**config.mk**
```make
export PLATFORM = sky130hd
export DESIGN_NAME = ipgm_div_stage
export DESIGN_NICKNAME = d
export VERILOG_FILES = /design/src/design/ipgm_pkg.sv /design/src/design/ipgm_div_stage.sv
export SDC_FILE = /design/constraint.sdc
export NUM_CORES = 1
export LEC_CHECK = 0
export CAP_MARGIN = 15
export CORE_AREA = 2 2 187 189
export DETAILED_ROUTE_END_ITERATION = 6
export DIE_AREA = 0 0 189 191
export DONT_BUFFER_PORTS = 1
export HOLD_SLACK_MARGIN = 0.08
export PLACE_DENSITY_LB_ADDON = 0.08
export SYNTH_ARGS = -nofsm -noshare
export SYNTH_HDL_FRONTEND = slang
export SYNTH_SLANG_ARGS = --single-unit
```
**constraint.sdc**
```tcl
create_clock -name clk -period 2.04 [get_ports clk]
set_input_delay 0.306 -clock clk [delete_from_list [all_inputs] [get_ports clk]]
set_output_delay 0.306 -clock clk [all_outputs]
set_load 0.01 [all_outputs]
```
**src/design/ipgm_pkg.sv**
```systemverilog
// ----------------------------------------------------------------------------
// ipgm_pkg
// Shared types and constants for the inverse perspective ground mapper.
// ----------------------------------------------------------------------------
package ipgm_pkg;

    // pixel coordinate width at the ports
    localparam int COORD_W = 12;
    // signed pixel offset from the principal point
    localparam int DU_W    = COORD_W + 1;
    // ray component, signed Q.32
    localparam int D_W     = DU_W + 32;
    // ray component magnitude
    localparam int MAG_W   = D_W - 1;
    localparam int MAG_LO  = MAG_W / 2;
    localparam int MAG_HI  = MAG_W - MAG_LO;
    // cos * |d1| partial products
    localparam int TP_W    = 17 + MAG_HI;
    localparam int TS_W    = 17 + MAG_W;
    localparam int T_W     = TS_W - 16;
    // ground denominator, signed Q.32
    localparam int DEN_W   = T_W + 2;
    localparam int REM_W   = DEN_W - 1;
    // saturated depth quotient width
    localparam int Q_W     = 31;
    // depth * magnitude partial products
    localparam int PP_W    = Q_W + MAG_HI;
    localparam int PS_W    = Q_W + MAG_W;
    localparam int P_W     = PS_W - 32;

    localparam logic [Q_W-1:0] Z_SAT = {Q_W{1'b1}};

    // register indexes of the configuration port
    typedef enum logic [3:0] {
        REG_INV_FOCAL    = 4'd0,
        REG_CENTER_X     = 4'd1,
        REG_CENTER_Y     = 4'd2,
        REG_COS_PITCH    = 4'd3,
        REG_SIN_PITCH    = 4'd4,
        REG_CAM_HEIGHT   = 4'd5,
        REG_WHITE_THRESH = 4'd6,
        REG_MAX_DISTANCE = 4'd7
    } ipgm_reg_t;

    // result status
    typedef enum logic [1:0] {
        ST_NOT_WHITE = 2'd0,
        ST_NO_HIT    = 2'd1,
        ST_TOO_FAR   = 2'd2,
        ST_VALID     = 2'd3
    } ipgm_status_t;

    typedef struct packed {
        logic [31:0]        inv_focal;
        logic [11:0]        center_x;
        logic [11:0]        center_y;
        logic [16:0]        cos_pitch;
        logic signed [17:0] sin_pitch;
        logic [23:0]        camera_height;
        logic [7:0]         white_min;
        logic [30:0]        max_distance;
    } ipgm_cfg_t;

    // per-pixel side data carried alongside the divider
    typedef struct packed {
        logic [COORD_W-1:0] u;
        logic [COORD_W-1:0] v;
        logic               white;
        logic               hit;
        logic               ovf;
        logic               d0_neg;
        logic [MAG_W-1:0]   d0_mag;
        logic               d1_neg;
        logic [MAG_W-1:0]   d1_mag;
    } ipgm_tag_t;

endpackage

```
**src/design/ipgm_div_stage.sv**
```systemverilog
// ----------------------------------------------------------------------------
// ipgm_div_stage
// One restoring division step: one quotient bit per register stage.
// ----------------------------------------------------------------------------
module ipgm_div_stage (
    input  logic                         clk,
    input  logic                         rst_n,
    input  logic                         en,
    input  logic                         in_valid,
    input  logic [ipgm_pkg::REM_W-1:0]   in_rem,
    input  logic [ipgm_pkg::REM_W-1:0]   in_denom,
    input  logic [ipgm_pkg::Q_W-1:0]     in_q,
    input  ipgm_pkg::ipgm_tag_t          in_tag,
    output logic                         out_valid,
    output logic [ipgm_pkg::REM_W-1:0]   out_rem,
    output logic [ipgm_pkg::REM_W-1:0]   out_denom,
    output logic [ipgm_pkg::Q_W-1:0]     out_q,
    output ipgm_pkg::ipgm_tag_t          out_tag
);
    import ipgm_pkg::*;

    logic [REM_W:0] r2, diff;
    logic           ge;

    // shift in a zero numerator bit, compare and subtract
    always_comb
    begin
        r2   = {in_rem, 1'b0};
        diff = r2 - {1'b0, in_denom};
        ge   = r2 >= {1'b0, in_denom};
    end

    always_ff @(posedge clk)
    begin
        if (en)
        begin
            out_rem   <= ge ? diff[REM_W-1:0] : r2[REM_W-1:0];
            out_denom <= in_denom;
            out_q     <= {in_q[Q_W-2:0], ge};
            out_tag   <= in_tag;
        end
    end

    always_ff @(posedge clk or negedge rst_n)
    begin
        if (!rst_n)
        begin
            out_valid <= 1'b0;
        end
        else if (en)
        begin
            out_valid <= in_valid;
        end
    end

endmodule

```
* Word-level counts from Yosys, hierarchy flattened
Index checks and enable logic that the tools add are counted.
Cells by class: $add $sub $neg 1, $mul 0, divide/modulo/power cells 0, $lt $le $gt $ge 1, equality and inequality tests 0, shift-type cells 0, multiplexer cells 1, bitwise gates (word level) 0, reductions and logical operators 0
Operators with widths (count):
- 47-bit by 46-bit >= comparator with 1-bit output | 1
- 46-bit two-way mux | 1
- 46-bit subtractor | 1
Word-level totals: register bits after elaboration 241, latch bits 0, bits in writable memories 0, bits in read-only memories 0, input port bits 244, output and inout bits 241, logic and storage cells 17, memories 0

* Longest topological paths before layout
depth in word-level cells 2, depth in mapped cells 14, gate-level depth less buffers 11

* Least setup slack after synthesis
Ideal clock, no wire load.
kind input to register, start point input port in_denom[0] (netlist bit), end point register out_rem[42] (netlist bit), data pin, setup time 260 ps, data arrival time 2583 ps, data required time 1780 ps, slack -803 ps, cell stages on the path 11, buffers on the path 0, path through inv_1 -> fa_1 -> a21o_1 -> a311o_1 -> a31oi_2 -> a21boi_2 -> o31ai_2 -> a21oi_1 -> a41oi_1 -> xnor2_1 -> mux2_4
Between the ends: cells in the longest elaborated chain, start to end 2, elaborated cells on any way between the ends 3, classes of those cells add/sub: 1; order compare: 1; mux: 1
RTL lines:
- start: declaration | RTL line ipgm_div_stage.sv:11 | input logic [ipgm_pkg::REM_W-1:0] in_denom,
- 46-bit subtractor or 47-bit by 46-bit >= comparator with 1-bit output (tied branches) | RTL line ipgm_div_stage.sv:29, ipgm_div_stage.sv:30
- 46-bit two-way mux (*) | RTL line ipgm_div_stage.sv:37 | out_rem <= ge ? diff[REM_W-1:0] : r2[REM_W-1:0];
- end signal: assignment | RTL line ipgm_div_stage.sv:37
- end: declaration | RTL line ipgm_div_stage.sv:15 | output logic [ipgm_pkg::REM_W-1:0] out_rem,
Mark *: on every way between the ends. The rest lies on a longest branch, timed or not. A chain may end at the register's enable or synchronous reset.

* Worst setup path in the final report
start point input port in_rem[15] (netlist bit), end point register out_rem[3] (netlist bit), data pin
Between the ends: cells in the longest elaborated chain, start to end 2
RTL lines:
- start: declaration | RTL line ipgm_div_stage.sv:10 | input logic [ipgm_pkg::REM_W-1:0] in_rem,
- 47-bit by 46-bit >= comparator with 1-bit output | RTL line ipgm_div_stage.sv:30 | ge = r2 >= {1'b0, in_denom};
- 46-bit two-way mux | RTL line ipgm_div_stage.sv:37
Every way passes these cells.

==> impl_results.md <==
- Status: finished, violations left
- Violations in the final reports: negative hold slack, negative setup slack
- Floorplan Core Area: 0.03412 mm^2
- Capturing element type of the critical path: flop
- Share of synthesized area spent on multiplexers: 1.966%
- Met2 Usage GRT: 35.02%
- Count of buffers inserted at the top-level ports: 0
- Die span in y: 191 um
- TritonCTS clock tree: yes
- CTS HTree Levels: 1
- Design area: 0.01675 mm^2
- Standby leakage power: 6.504 nW
- Share of synthesized flip-flops with an asynchronous set or reset: 0.4149%
- CTS Buf Count: 27
- Top achievable clock speed: 440.2 MHz
- Worst slew margin: 52.17%
- Synthesized netlist net count: 1044
- Met3 layer usage reported by global route: 5.654%
- Ratio of total power to cell area: 836.6 mW/mm^2
- Area overhead of the layout relative to synthesis: 57.56%
- 1st-iter DRT viols: 332
- Min-Delay Path Class: input pin to flop
- Initial cell density of the core: 31.16%
- Depth of the worst register-to-register path: 2
- Global routing met1 resource utilization: 22.41%
- Actual transition at the worst max-transition pin: 0.7174 ns
- GR Util All Layers: 19.42%
- Switching power as a share of total power: 25.93%
- Chip width: 189 um
- Cell count of the worst hold path: 0
- Count of yosys warnings during synthesis: 0
- Final hold slack: -0.1028 ns
- Seq cells post-synth: 241
- Unrepaired setup endpoints after global routing: yes
- Period Utilization, post-route: 111.4%
- Crit start category: input pin
- Number of nets still failing antenna checks after routing: 0
- Post-Route Utilization: 49.09%
- Average vias per placed instance: 4.789
- Antenna violations before repair: 3
- Arrival time at the worst endpoint: 2.56 ns
- Residual DRC: 0
- Clock tree sinks: 241
- Final Hold Violating Endpoints: 76
- Max-slew violation count: 0
- I/O pin total: 485
- Adder-cell share of the synthesized area: 5.603%
- Total number of vias: 7917
- Number of unique standard cell types used by synthesis: 55
- Cts hold-fix bufs: 242
- Int Power: 0.01038 W
- GP Congestion: 0.8473
- Routed length per placed instance: 22.88 um
- Clock tree skew after final layout: 0 ns
- Crit-path max FO: 10
- Initial DRT Pass Iterations: 5
- Final period demand of the worst path: 2.272 ns
- Setup TNS: -8.100 ns
- Net count reported at finish: 1467
- Mean instance size in the synthesized netlist: 14.12 um^2
- Post-DP Area: 0.01239 mm^2
- Master of the slowest instance on the critical path: sky130_fd_sc_hd__a31o_4
- Worst setup path class: input pin to flop
- Vias in the first global route: 8236
- Total detailed-routing wirelength: 37820 um
- Simple-gate area share of the yosys netlist: 6.697%
- Gate count of the mapped netlist: 753
- Final setup viols: 47
- Cell-by-cell listing of the critical path: ha_4, a21o_1, a221oi_2, a221o_1, nand3_1, a41o_1, a21o_1, a31o_4, buf_12, mux2_4
- Crit path top cell by count: sky130_fd_sc_hd__a21o_1
- Combinational share of power: 17.3%
- Most frequent cells in the layout: sky130_fd_sc_hd__dlygate4sd3_1, sky130_fd_sc_hd__edfxtp_1, sky130_fd_sc_hd__buf_4
- Die Outline Area: 0.03610 mm^2
- Dpl hpwl: 26090 um
- Total net switching power: 0.003633 W
- Max-cap violations: 0
- Layer with the highest usage after global routing: met2
- Number of flops mapped to enable cells by yosys: 240
- Max stage delay on crit path: 0.30 ns
- Worst skew pair latency: 0.54 ns
- Floorplan row count: 68
- First-pass GRT wire length: 52440 um
- Fraction of power consumed by the clock network: 35.8%
- Clock root buffer: sky130_fd_sc_hd__clkbuf_16
- Crit path required time: 2.33 ns
- Main combinational cell family by area after synthesis: compound AO/OA/AOI/OAI gates
- Register area share after synthesis: 68.03%
- Sequential group share of total power: 46.9%
- Global-route congestion overflow total: 0
- Synth Flop Type: sky130_fd_sc_hd__edfxtp_1
- Clock transition time at the flip-flop clock pins of the worst setup and hold paths: 0.06 ns
- Worst Slack Setup Final: -0.2316 ns
- Most frequent standard cell in the layout excluding fill and tap cells: sky130_fd_sc_hd__dlygate4sd3_1
- Max VDD drop: 0.8232 mV
- Post-synthesis share of cell area spent on xor and xnor gates: 3.543%
- Synthesized cell area: 0.01063 mm^2
- Largest net degree at the start of global routing: 242
- Fraction of layout cells with a size suffix above 1: 30.74%
- Clk buf depth: 3
- Post-synthesis compound-gate area fraction: 10.89%
==> worst paths after layout <==
check / start / to / slack [ns]
setup reg to reg: out_valid / out_valid / 0.68
max in group asynchronous: rst_n / out_valid / 1.37
hold / removal: en / out_tag[93] / -0.10
hold reg to reg: out_valid / out_valid / 1.14
min in group asynchronous: rst_n / out_valid / 0.55
setup / recovery: in_rem[15] / out_rem[3] / -0.23
==> sequential cells by signal, indices dropped and copies added, names as in the netlist <==
signal / flops
out_valid: 1
out_q: 31
out_tag: 117
out_denom: 46
out_rem: 46
==> per-layer routing <==
metal,share of wire (%),vias to the layer above
li1,-,3669
met2,52,316
met4,2.3,4
met1,38,3878
met3,7.6,50
met5,0.061,-
==> cell usage after synthesis (11+ instances only) <==
| cell | instances | area [um^2] |
|---|---|---|
| sky130_fd_sc_hd__ha_1 | 46 | 575.6 |
| sky130_fd_sc_hd__a21oi_1 | 81 | 405.4 |
| sky130_fd_sc_hd__nand4_1 | 13 | 81.33 |
| sky130_fd_sc_hd__mux2_4 | 11 | 165.2 |
| sky130_fd_sc_hd__xnor2_1 | 26 | 227.7 |
| sky130_fd_sc_hd__nand2_1 | 35 | 131.4 |
| sky130_fd_sc_hd__clkbuf_1 | 14 | 52.55 |
| sky130_fd_sc_hd__inv_1 | 51 | 191.4 |
| sky130_fd_sc_hd__o21ai_0 | 17 | 85.08 |
| sky130_fd_sc_hd__xor2_1 | 17 | 148.9 |
| sky130_fd_sc_hd__nor2_1 | 56 | 210.2 |
| sky130_fd_sc_hd__edfxtp_1 | 240 | 7207 |
| sky130_fd_sc_hd__a21o_1 | 32 | 240.2 |
==> power by group through the flow <==
stage | Combinational, W | Clock [W] | Sequential [W]
after floorplan | 0.00102 | 0 | 0.00649
after global routing | 0.00263 | 0.00534 | 0.00660
after detailed placement | 0.00163 | 0 | 0.00668
after CTS | 0.00226 | 0.00516 | 0.00658
after global placement | 0.00163 | 0 | 0.00669
final | 0.00243 | 0.00501 | 0.00657
==> timing repair <==
| item | in CTS | in global routing |
|---|---|---|
| gates cloned | 3 | 3 |
| pin swaps | 30 | 17 |
| setup buffers | 10 | 11 |
| setup endpoints to repair | 47 | 47 |
| hold endpoints to repair | 481 | 156 |
| resized for setup | 93 | 79 |
==> cell type report <==
type / count / area (um^2)
clock buffers: 29 / 683.2
flip-flops and latches: 241 / 7232
multi-input cells: 435 / 3815
well taps: 455 / 569.3
inverters: 51 / 237.7
fillers: 2988 / 17370
diodes: 1 / 2.502
repair buffers: 420 / 3969
clock inverters: 21 / 240.2
==> cell families after synthesis <==
logic type                 count (synthesis)
AOI/OAI and AO/OA                        181
xor gates and xnor gates                  43
adders and majority gates                 47
buffers and inverters                     77
DFF                                      241
muxes                                     15
and+or+nand+nor                          149
==> worst max-delay path, delay by kind of cell <==
family                   cells  cell delay (ns)
AO/OA/AOI/OAI                6             1.43
multiplexers                 1             0.30
buffers and inverters        1             0.18
adder cells (fa/ha/maj)      1             0.25
AND/OR/NAND/NOR              1             0.07
==> stage by stage <==
step	hold slack [ns]	power (W)	cells	setup slack, ns
after global placement	0.01057	0.008315	1335	-0.8445
after detailed placement	0.01055	0.008302	1335	-0.9402
after global routing	-0.1206	0.01457	1653	-0.3070
after floorplan	0.01041	0.007513	753	-0.6690
after CTS	-0.1249	0.01400	1639	-0.1944
final	-0.1028	0.01401	1653	-0.2316
No activity file was read; power rests on OpenSTA's default activity.
