$ cat config.mk
export PLATFORM = sky130hd
export DESIGN_NAME = ipgm_front
export DESIGN_NICKNAME = d
export VERILOG_FILES = /design/src/design/ipgm_pkg.sv /design/src/design/ipgm_front.sv
export SDC_FILE = /design/constraint.sdc
export NUM_CORES = 2
export LEC_CHECK = 0
export BUFFER_PORTS_ARGS = -buffer_cell sky130_fd_sc_hd__buf_2
export CORE_AREA = 2 2 540 274
export DETAILED_ROUTE_END_ITERATION = 6
export DIE_AREA = 0 0 542 276
export GPL_TIMING_DRIVEN = 0
export PLACE_DENSITY = 0.8
export SYNTH_ARGS = -nofsm -noshare
export SYNTH_HDL_FRONTEND = slang
export SYNTH_SLANG_ARGS = --single-unit
$ cat constraint.sdc
create_clock -name clk -period 10.1 [get_ports clk]
set_clock_uncertainty 0.15 [all_clocks]
set_input_delay 1.01 -clock clk [delete_from_list [all_inputs] [get_ports clk]]
set_output_delay 1.01 -clock clk [all_outputs]
set_load 0.005 [all_outputs]
$ cat src/design/ipgm_pkg.sv
// ----------------------------------------------------------------------------
// ipgm_pkg
// Shared types and constants for the inverse perspective ground mapper.
// ----------------------------------------------------------------------------
package ipgm_pkg;

    // pixel coordinate width at the ports
    localparam int COORD_W = 12;
    // signed pixel offset from the principal point
    localparam int DU_W    = COORD_W + 1;
    // ray component, signed Q.32
    localparam int D_W     = DU_W + 32;
    // ray component magnitude
    localparam int MAG_W   = D_W - 1;
    localparam int MAG_LO  = MAG_W / 2;
    localparam int MAG_HI  = MAG_W - MAG_LO;
    // cos * |d1| partial products
    localparam int TP_W    = 17 + MAG_HI;
    localparam int TS_W    = 17 + MAG_W;
    localparam int T_W     = TS_W - 16;
    // ground denominator, signed Q.32
    localparam int DEN_W   = T_W + 2;
    localparam int REM_W   = DEN_W - 1;
    // saturated depth quotient width
    localparam int Q_W     = 31;
    // depth * magnitude partial products
    localparam int PP_W    = Q_W + MAG_HI;
    localparam int PS_W    = Q_W + MAG_W;
    localparam int P_W     = PS_W - 32;

    localparam logic [Q_W-1:0] Z_SAT = {Q_W{1'b1}};

    // register indexes of the configuration port
    typedef enum logic [3:0] {
        REG_INV_FOCAL    = 4'd0,
        REG_CENTER_X     = 4'd1,
        REG_CENTER_Y     = 4'd2,
        REG_COS_PITCH    = 4'd3,
        REG_SIN_PITCH    = 4'd4,
        REG_CAM_HEIGHT   = 4'd5,
        REG_WHITE_THRESH = 4'd6,
        REG_MAX_DISTANCE = 4'd7
    } ipgm_reg_t;

    // result status
    typedef enum logic [1:0] {
        ST_NOT_WHITE = 2'd0,
        ST_NO_HIT    = 2'd1,
        ST_TOO_FAR   = 2'd2,
        ST_VALID     = 2'd3
    } ipgm_status_t;

    typedef struct packed {
        logic [31:0]        inv_focal;
        logic [11:0]        center_x;
        logic [11:0]        center_y;
        logic [16:0]        cos_pitch;
        logic signed [17:0] sin_pitch;
        logic [23:0]        camera_height;
        logic [7:0]         white_min;
        logic [30:0]        max_distance;
    } ipgm_cfg_t;

    // per-pixel side data carried alongside the divider
    typedef struct packed {
        logic [COORD_W-1:0] u;
        logic [COORD_W-1:0] v;
        logic               white;
        logic               hit;
        logic               ovf;
        logic               d0_neg;
        logic [MAG_W-1:0]   d0_mag;
        logic               d1_neg;
        logic [MAG_W-1:0]   d1_mag;
    } ipgm_tag_t;

endpackage

$ cat src/design/ipgm_front.sv
// ----------------------------------------------------------------------------
// ipgm_front
// White test, ray forming and ground denominator, five register stages.
// ----------------------------------------------------------------------------
module ipgm_front #(
    parameter int MAX_CHANNELS = 4,
    parameter int COORD_BITS   = 12
) (
    input  logic                                clk,
    input  logic                                rst_n,
    input  logic                                en,
    input  logic                                in_valid,
    input  logic [ipgm_pkg::COORD_W-1:0]        pixel_u,
    input  logic [ipgm_pkg::COORD_W-1:0]        pixel_v,
    input  logic [7:0]                          chan [4],
    input  logic [2:0]                          channel_count,
    input  ipgm_pkg::ipgm_cfg_t                 cfg,
    output logic                                out_valid,
    output ipgm_pkg::ipgm_tag_t                 out_tag,
    output logic [ipgm_pkg::REM_W-1:0]          out_rem,
    output logic [ipgm_pkg::REM_W-1:0]          out_denom
);
    import ipgm_pkg::*;

    localparam int CW = (COORD_BITS < COORD_W) ? COORD_BITS : COORD_W;
    localparam logic [COORD_W-1:0] COORD_MASK = COORD_W'((32'd1 << CW) - 32'd1);
    localparam logic [2:0] CH_MAX = 3'(MAX_CHANNELS);

    logic [4:0] vld_reg;

    // stage 1: mask, white test, offsets
    logic [COORD_W-1:0]    s1_u_reg, s1_v_reg;
    logic                  s1_white_reg;
    logic signed [DU_W-1:0] s1_du_reg, s1_dv_reg;
    logic [COORD_W-1:0]    u_m, v_m;
    logic [2:0]            cnt_eff;
    logic                  white_next;

    always_comb
    begin
        u_m = pixel_u & COORD_MASK;
        v_m = pixel_v & COORD_MASK;
        cnt_eff = (channel_count > CH_MAX) ? CH_MAX : channel_count;
        white_next = 1'b1;
        for (int i = 0; i < 4; i++)
        begin
            if ((3'(i) < cnt_eff) && (chan[i] < cfg.white_min))
            begin
                white_next = 1'b0;
            end
        end
    end

    always_ff @(posedge clk)
    begin
        if (en)
        begin
            s1_u_reg     <= u_m;
            s1_v_reg     <= v_m;
            s1_white_reg <= white_next;
            s1_du_reg    <= $signed({1'b0, u_m}) - $signed({1'b0, cfg.center_x & COORD_MASK});
            s1_dv_reg    <= $signed({1'b0, v_m}) - $signed({1'b0, cfg.center_y & COORD_MASK});
        end
    end

    // stage 2: ray components, offset times 1/f
    logic [COORD_W-1:0]    s2_u_reg, s2_v_reg;
    logic                  s2_white_reg;
    logic signed [D_W-1:0] s2_d0_reg, s2_d1_reg;

    always_ff @(posedge clk)
    begin
        if (en)
        begin
            s2_u_reg     <= s1_u_reg;
            s2_v_reg     <= s1_v_reg;
            s2_white_reg <= s1_white_reg;
            s2_d0_reg    <= s1_du_reg * $signed({1'b0, cfg.inv_focal});
            s2_d1_reg    <= s1_dv_reg * $signed({1'b0, cfg.inv_focal});
        end
    end

    // stage 3: magnitudes, cos * |d1| in two halves
    logic [COORD_W-1:0] s3_u_reg, s3_v_reg;
    logic               s3_white_reg;
    logic               s3_d0_neg_reg, s3_d1_neg_reg;
    logic [MAG_W-1:0]   s3_d0_mag_reg, s3_d1_mag_reg;
    logic [TP_W-1:0]    s3_tl_reg, s3_th_reg;
    logic [MAG_W-1:0]   m0, m1;

    always_comb
    begin
        m0 = s2_d0_reg[D_W-1] ? MAG_W'(-s2_d0_reg) : MAG_W'(s2_d0_reg);
        m1 = s2_d1_reg[D_W-1] ? MAG_W'(-s2_d1_reg) : MAG_W'(s2_d1_reg);
    end

    always_ff @(posedge clk)
    begin
        if (en)
        begin
            s3_u_reg      <= s2_u_reg;
            s3_v_reg      <= s2_v_reg;
            s3_white_reg  <= s2_white_reg;
            s3_d0_neg_reg <= s2_d0_reg[D_W-1];
            s3_d1_neg_reg <= s2_d1_reg[D_W-1];
            s3_d0_mag_reg <= m0;
            s3_d1_mag_reg <= m1;
            s3_tl_reg     <= TP_W'(cfg.cos_pitch * m1[MAG_LO-1:0]);
            s3_th_reg     <= TP_W'(cfg.cos_pitch * m1[MAG_W-1:MAG_LO]);
        end
    end

    // stage 4: denominator = +-trunc(cos*|d1|/2^16) + sin*2^16
    logic [COORD_W-1:0]       s4_u_reg, s4_v_reg;
    logic                     s4_white_reg;
    logic                     s4_d0_neg_reg, s4_d1_neg_reg;
    logic [MAG_W-1:0]         s4_d0_mag_reg, s4_d1_mag_reg;
    logic signed [DEN_W-1:0]  s4_den_reg;
    logic [TS_W-1:0]          tsum;
    logic [T_W-1:0]           t_val;
    logic signed [DEN_W-1:0]  t_sgn, sin_ext;

    always_comb
    begin
        tsum    = TS_W'(s3_tl_reg) + {s3_th_reg, {MAG_LO{1'b0}}};
        t_val   = tsum[TS_W-1:16];
        t_sgn   = $signed({2'b00, t_val});
        sin_ext = $signed({{(DEN_W-34){cfg.sin_pitch[17]}}, cfg.sin_pitch, 16'h0000});
    end

    always_ff @(posedge clk)
    begin
        if (en)
        begin
            s4_u_reg      <= s3_u_reg;
            s4_v_reg      <= s3_v_reg;
            s4_white_reg  <= s3_white_reg;
            s4_d0_neg_reg <= s3_d0_neg_reg;
            s4_d1_neg_reg <= s3_d1_neg_reg;
            s4_d0_mag_reg <= s3_d0_mag_reg;
            s4_d1_mag_reg <= s3_d1_mag_reg;
            s4_den_reg    <= (s3_d1_neg_reg ? -t_sgn : t_sgn) + sin_ext;
        end
    end

    // stage 5: ground hit, quotient overflow, divider start
    logic [REM_W-1:0] h2;
    logic             hit_c;

    always_comb
    begin
        h2    = REM_W'({cfg.camera_height, 1'b0});
        hit_c = !s4_den_reg[DEN_W-1] && (s4_den_reg[REM_W-1:0] > REM_W'(1));
    end

    always_ff @(posedge clk)
    begin
        if (en)
        begin
            out_tag.u      <= s4_u_reg;
            out_tag.v      <= s4_v_reg;
            out_tag.white  <= s4_white_reg;
            out_tag.hit    <= hit_c;
            out_tag.ovf    <= h2 >= s4_den_reg[REM_W-1:0];
            out_tag.d0_neg <= s4_d0_neg_reg;
            out_tag.d0_mag <= s4_d0_mag_reg;
            out_tag.d1_neg <= s4_d1_neg_reg;
            out_tag.d1_mag <= s4_d1_mag_reg;
            out_rem        <= h2;
            out_denom      <= s4_den_reg[REM_W-1:0];
        end
    end

    // valid bits
    always_ff @(posedge clk or negedge rst_n)
    begin
        if (!rst_n)
        begin
            vld_reg <= '0;
        end
        else if (en)
        begin
            vld_reg <= {vld_reg[3:0], in_valid};
        end
    end

    assign out_valid = vld_reg[4];

endmodule

# After elaboration in Yosys (flattened, before gate mapping)
# Index checks and enable logic that the tools add are counted.
[totals] register_bits=713 inputBits=217 output_inout_bits=210 wordCells=73
[op_classes] n_addsub=7 multipliers=4 n_lt_le_gt_ge=11 muxes=5 reduce_logical=7
[op_table] cell="multiplier 13 x 33 -> 45 bit" count=2
[op_table] cell="2-to-1 mux 44 bit" count=2
[op_table] cell="negator 44 bit" count=2
[op_table] cell="multiplier 17 x 22 -> 39 bit" count=2
[op_table] cell="adder 39 x 61 -> 61 bit" count=1
[op_table] cell="adder 47 x 34 -> 47 bit" count=1
[op_table] cell="2-to-1 mux 47 bit" count=1
[op_table] cell="negator 45 -> 47 bit" count=1
[op_table] cell=">= comparator 25 x 46 -> 1 bit" count=1
[op_table] cell="> comparator 46 x 1 -> 1 bit (second input constant)" count=1
[op_table] cell="less-than comparator 8 bit" count=4
[op_table] cell="subtractor 12 x 12 -> 13 bit" count=2
[op_table] cell="less-than comparator 1 x 3 -> 1 bit (first input constant)" count=2
[op_table] cell="less-than comparator 2 x 3 -> 1 bit (first input constant)" count=2
[op_table] cell="logical AND 1 bit" count=5
[op_table] cell="> comparator 3 bit (second input constant)" count=1
[op_table] cell="2-to-1 mux 3 bit" count=1
[op_table] cell="OR reduction 3 bit" count=1
[op_table] cell="zero test 1 bit" count=1
[op_table] cell="2-to-1 mux 1 bit" count=1

# Longest topological paths before layout
[logic_depth] depth_word=5 ltp_mapped=35 mapped_depth_nobuf=34

# Least setup slack after synthesis
# Ideal clock, no wire load.
[synth_path] path_type="flip-flop to flip-flop" from="register s2_d1_reg[4]" to="register s3_th_reg[38] (data pin)" setup_time_ps=260 t_arrival_ps=9079 t_required_ps=9690 slack_ps=611 stages_incl_launch_ff=35 path_buffers=1 synth_period_minus_slack_ps=9489 cell_sequence="edfxtp_1 -> or4_1 -> or2_1 -> or3_4 -> or4_1 -> or3_1 -> or3_1 -> o21ai_0 -> xnor2_1 -> clkbuf_1 -> nand2_1 -> fa_1 -> inv_1 -> fa_1 -> inv_1 -> fa_1 -> inv_1 -> fa_1 -> inv_1 -> fa_1 -> inv_1 -> fa_1 -> ha_1 -> and3_1 -> a221o_1 -> a21oi_1 -> nor3b_1 -> a31oi_1 -> a21oi_1 -> a211o_1 -> o31ai_1 -> nor3_1 -> o21bai_1 -> a21oi_1 -> xnor2_1"
[synth_between] elab_chain_cells=3
[synth_rtl] item="start, declared" line_no="ipgm_front.sv:69" source="logic signed [D_W-1:0] s2_d0_reg, s2_d1_reg;"
[synth_rtl] item="start signal, assigned" line_no="ipgm_front.sv:79" source="s2_d1_reg <= s1_dv_reg * $signed({1'b0, cfg.inv_focal});"
[synth_rtl] item="negator 44 bit" line_no="ipgm_front.sv:94" source="m1 = s2_d1_reg[D_W-1] ? MAG_W'(-s2_d1_reg) : MAG_W'(s2_d1_reg);"
[synth_rtl] item="2-to-1 mux 44 bit" line_no="ipgm_front.sv:94"
[synth_rtl] item="net m1[34]" line_no="ipgm_front.sv:89" source="logic [MAG_W-1:0] m0, m1;"
[synth_rtl] item="multiplier 17 x 22 -> 39 bit" line_no="ipgm_front.sv:109" source="s3_th_reg <= TP_W'(cfg.cos_pitch * m1[MAG_W-1:MAG_LO]);"
[synth_rtl] item="end signal, assigned" line_no="ipgm_front.sv:109"
[synth_rtl] item="end, declared" line_no="ipgm_front.sv:88" source="logic [TP_W-1:0] s3_tl_reg, s3_th_reg;"
# The timed path passes the listed nets, and every way through them passes these cells.
# A chain may end at the register's enable or synchronous reset.

# Worst setup path in the final report
[layout_path] from="register s2_d1_reg[4]" to="register s3_th_reg[35] (data pin)"
# The elaborated chain is that of the path after synthesis.

==> flow_summary_export.csv <==
group,metric,value,unit
timing,setup_viol,1,
critical_path,critical_path.top_delay_family,"simple AND/OR/NAND/NOR gates",
drt,drt-pass1-iter-count,7,
timing,slew_headroom,-7.52,%
yosys,synth_edf_count,692,
status,failed_checks,"design-rule violations, max-capacitance violations, max-slew violations, negative setup slack",
global_route,gr-usage-met1,51.4,%
critical_path,crit_fanout,5,
cts,cts_tree,"done",
yosys,async_flop_share,0.717,%
cells_and_area,area_growth,10.1,%
drt,via_count,56300,
place,port_buffers,356,
global_route,grt_pass1_vias,56700,
timing,period_share,100,%
cells_and_area,drive_gt1_share,8.63,%
timing,tns,-0.00140,ns
floorplan,dieArea,150000,um^2
timing,hold_viol,0,
yosys,synth_commonest_cells,"1365 x inv_1, 1260 x fa_1, 1112 x nand2_1",
timing,timing.final.ws_setup,-0.00140,ns
yosys,netlist_area,77700,um^2
yosys,yosysMostFrequentCell,"inv_1",
global_route,grt_pass1_wl,365,mm
critical_path,worstSetupEndpointType,"register",
cts,path_clk_slew,0.07,ns
yosys,ys_seq_area_share,26.9,%
cells_and_area,nets,9966,
critical_path,worstSetupStartpointType,"register",
cts,cts_sinks,697,
cts,clock_latency,0.70,ns
cts,numCtsBuffers,67,
yosys,synth_ff_type,"edfxtp_1",
critical_path,worstPathArrival,10.36,ns
critical_path,required,10.36,ns
timing,worst_slew_pin_slew,1.60,ns
drt,drt-total-wl,246,mm
timing,rsz0062_at_grt,"true",
timing,layout_min_cycle_time,10.10,ns
floorplan,ios,427,
critical_path,crit_buf_inv,7,
status,status,"finished, violations left",
drt,drc,6,
yosys,synth_top_area_share,32.5,%
cts,cts-htree-levels,3,
drt,viasPerCell,5.71,
critical_path,crit_type,"reg -> reg",
timing,max_clock_freq,99.0,MHz
yosys,syn-mean-instance-area,10.5,um^2
yosys,synth-seq-cells,697,
global_route,grt_max_degree,132,
global_route,grt_use_met2,39.9,%
yosys,netlist_instances,7388,
critical_path,path_common_cell,"fa_1",
drt,ant_nets,0,
floorplan,rows,99,
floorplan,die_x,542,um
place,routabilityCongestion,1.02,
cells_and_area,largest_reg_flops,117,
global_route,grt.busiest_layer,"met1",
run,cap_violations,2,
cells_and_area,regArea,20900,um^2
cells_and_area,multi_input_area,51100,um^2
yosys,synth_area_leaders,"fa_1 32%, edfxtp_1 27%, ha_1 9.8%",
floorplan,start_util,53.7,%
cells_and_area,fill_cells,12100,
global_route,track_usage,33.3,%
drt,drt-initial-drc-count,6469,
floorplan,dieHeight,276,um
yosys,yosys_warnings,0,
yosys,yosysTopAreaCell,"fa_1",
cts,cts_root_buf,"clkbuf_16",
yosys,synthDistinctLibCells,79,
critical_path,crit_slowest_cell,"fa_1",
global_route,grt_overflow_total,0,
worst_hold_path,min_path_type,"reg -> reg",
timing,finalMaxSlewViolations,21,
global_route,antenna_found_initial,35,
place,dp_hpwl,201,mm
drt,avgRoutedWirePerCell,24.9,um
floorplan,coreArea,145000,um^2
critical_path,cpPeakStageDelay,0.59,ns
global_route,grt_use_met3,19.2,%
cts,cts.path.max_buffers,3,
worst reg2reg max path, delay by kind of cell (launching register included):
kind	cells	cell delay (ns)
AND/OR/NAND/NOR	13	3.80
XOR/XNOR	2	0.27
adder cells (fa/ha/maj)	7	3.42
flip-flops	1	0.42
buffers and inverters	7	0.64
AO/OA/AOI/OAI	6	1.19
cells by family (layout without fill, tap and decap cells):
group	count (synthesis)	after routing	synth area share, %
AO/OA/AOI/OAI	617	617	5.12
XOR/XNOR	341	341	3.87
adder cells (fa/ha/maj)	1870	1870	42.3
buffers and inverters	1685	2209	8.27
flip-flops	697	697	26.9
multiplexers	8	8	0.114
other	1	37	0.00483
AND/OR/NAND/NOR	2169	2169	13.4
layer usage:
metal	share of wire (%)	vias to the layer above
met3	19	313
met2	36	3432
met4	1.6	18
li1	-	24100
met5	0.094	-
met1	44	28500
through the flow:
step                setup WS (ns)  instance area, um^2  utilization [%]  cells  hold WS, ns
floorplan                   0.611                77800                -   7409        0.250
global placement            -3.40                82000             56.7   9684        0.250
detailed placement          -1.98                82100             56.8   9690        0.255
CTS                       0.00494                85100             58.8   9837        0.257
global route               -0.219                85500             59.1   9855        0.269
finish                   -0.00140                85500             59.1   9867        0.262
worst paths after layout:
path	end	start	slack, ns	cells after the start
setup / recovery	s3_th_reg[35]	s2_d1_reg[4]	-0.001	35
hold / removal	s4_d1_mag_reg[39]	s3_d1_mag_reg[39]	0.26	0
setup reg to reg	s3_th_reg[35]	s2_d1_reg[4]	-0.001	35
hold reg to reg	s4_d1_mag_reg[39]	s3_d1_mag_reg[39]	0.26	0
max in group asynchronous	vld_reg[3]	rst_n	9.15	2
min in group asynchronous	vld_reg[1]	rst_n	0.52	2
cell type report:
cell class | count | share of cell area (%)
well taps | 1919 | 2.81
plain buffers | 319 | 1.64
flip-flops and latches | 697 | 24.4
inverters | 1365 | 5.99
clock buffers | 74 | 1.99
repair buffers | 402 | 2.64
clock inverters | 49 | 0.684
diodes | 15 | 0.0439
multi-input cells | 5027 | 59.8
layout by cell type, fill, tap and decap left out, drive strengths merged, types with 25 or more instances in the layout:
cell type and instances:
o21ai 135, nor2b 33, o21a 25, a21oi 165
nand2 1112, o31ai 41, ha 610, fa 1260
a21o 113, nor2 140, or3 32, clkbuf 354
xor2 84, and2 550, nand3 49, inv 1373
nand4 26, nand2b 105, edfxtp 692, clkinv 32
nor3 32, buf 440, xnor2 257
repair_timing:
action | in CTS | in global routing
endpoints found under the hold margin | 5 | 0
pin swaps | 23 | 38
hold buffers | 1 | 0
resized for setup | 114 | 53
buffers inserted | 23 | 16
endpoints found under the setup margin | 38 | 30
Power is not shown: default switching activity piles up to over one toggle a cycle in this logic, so the estimate is an artifact.
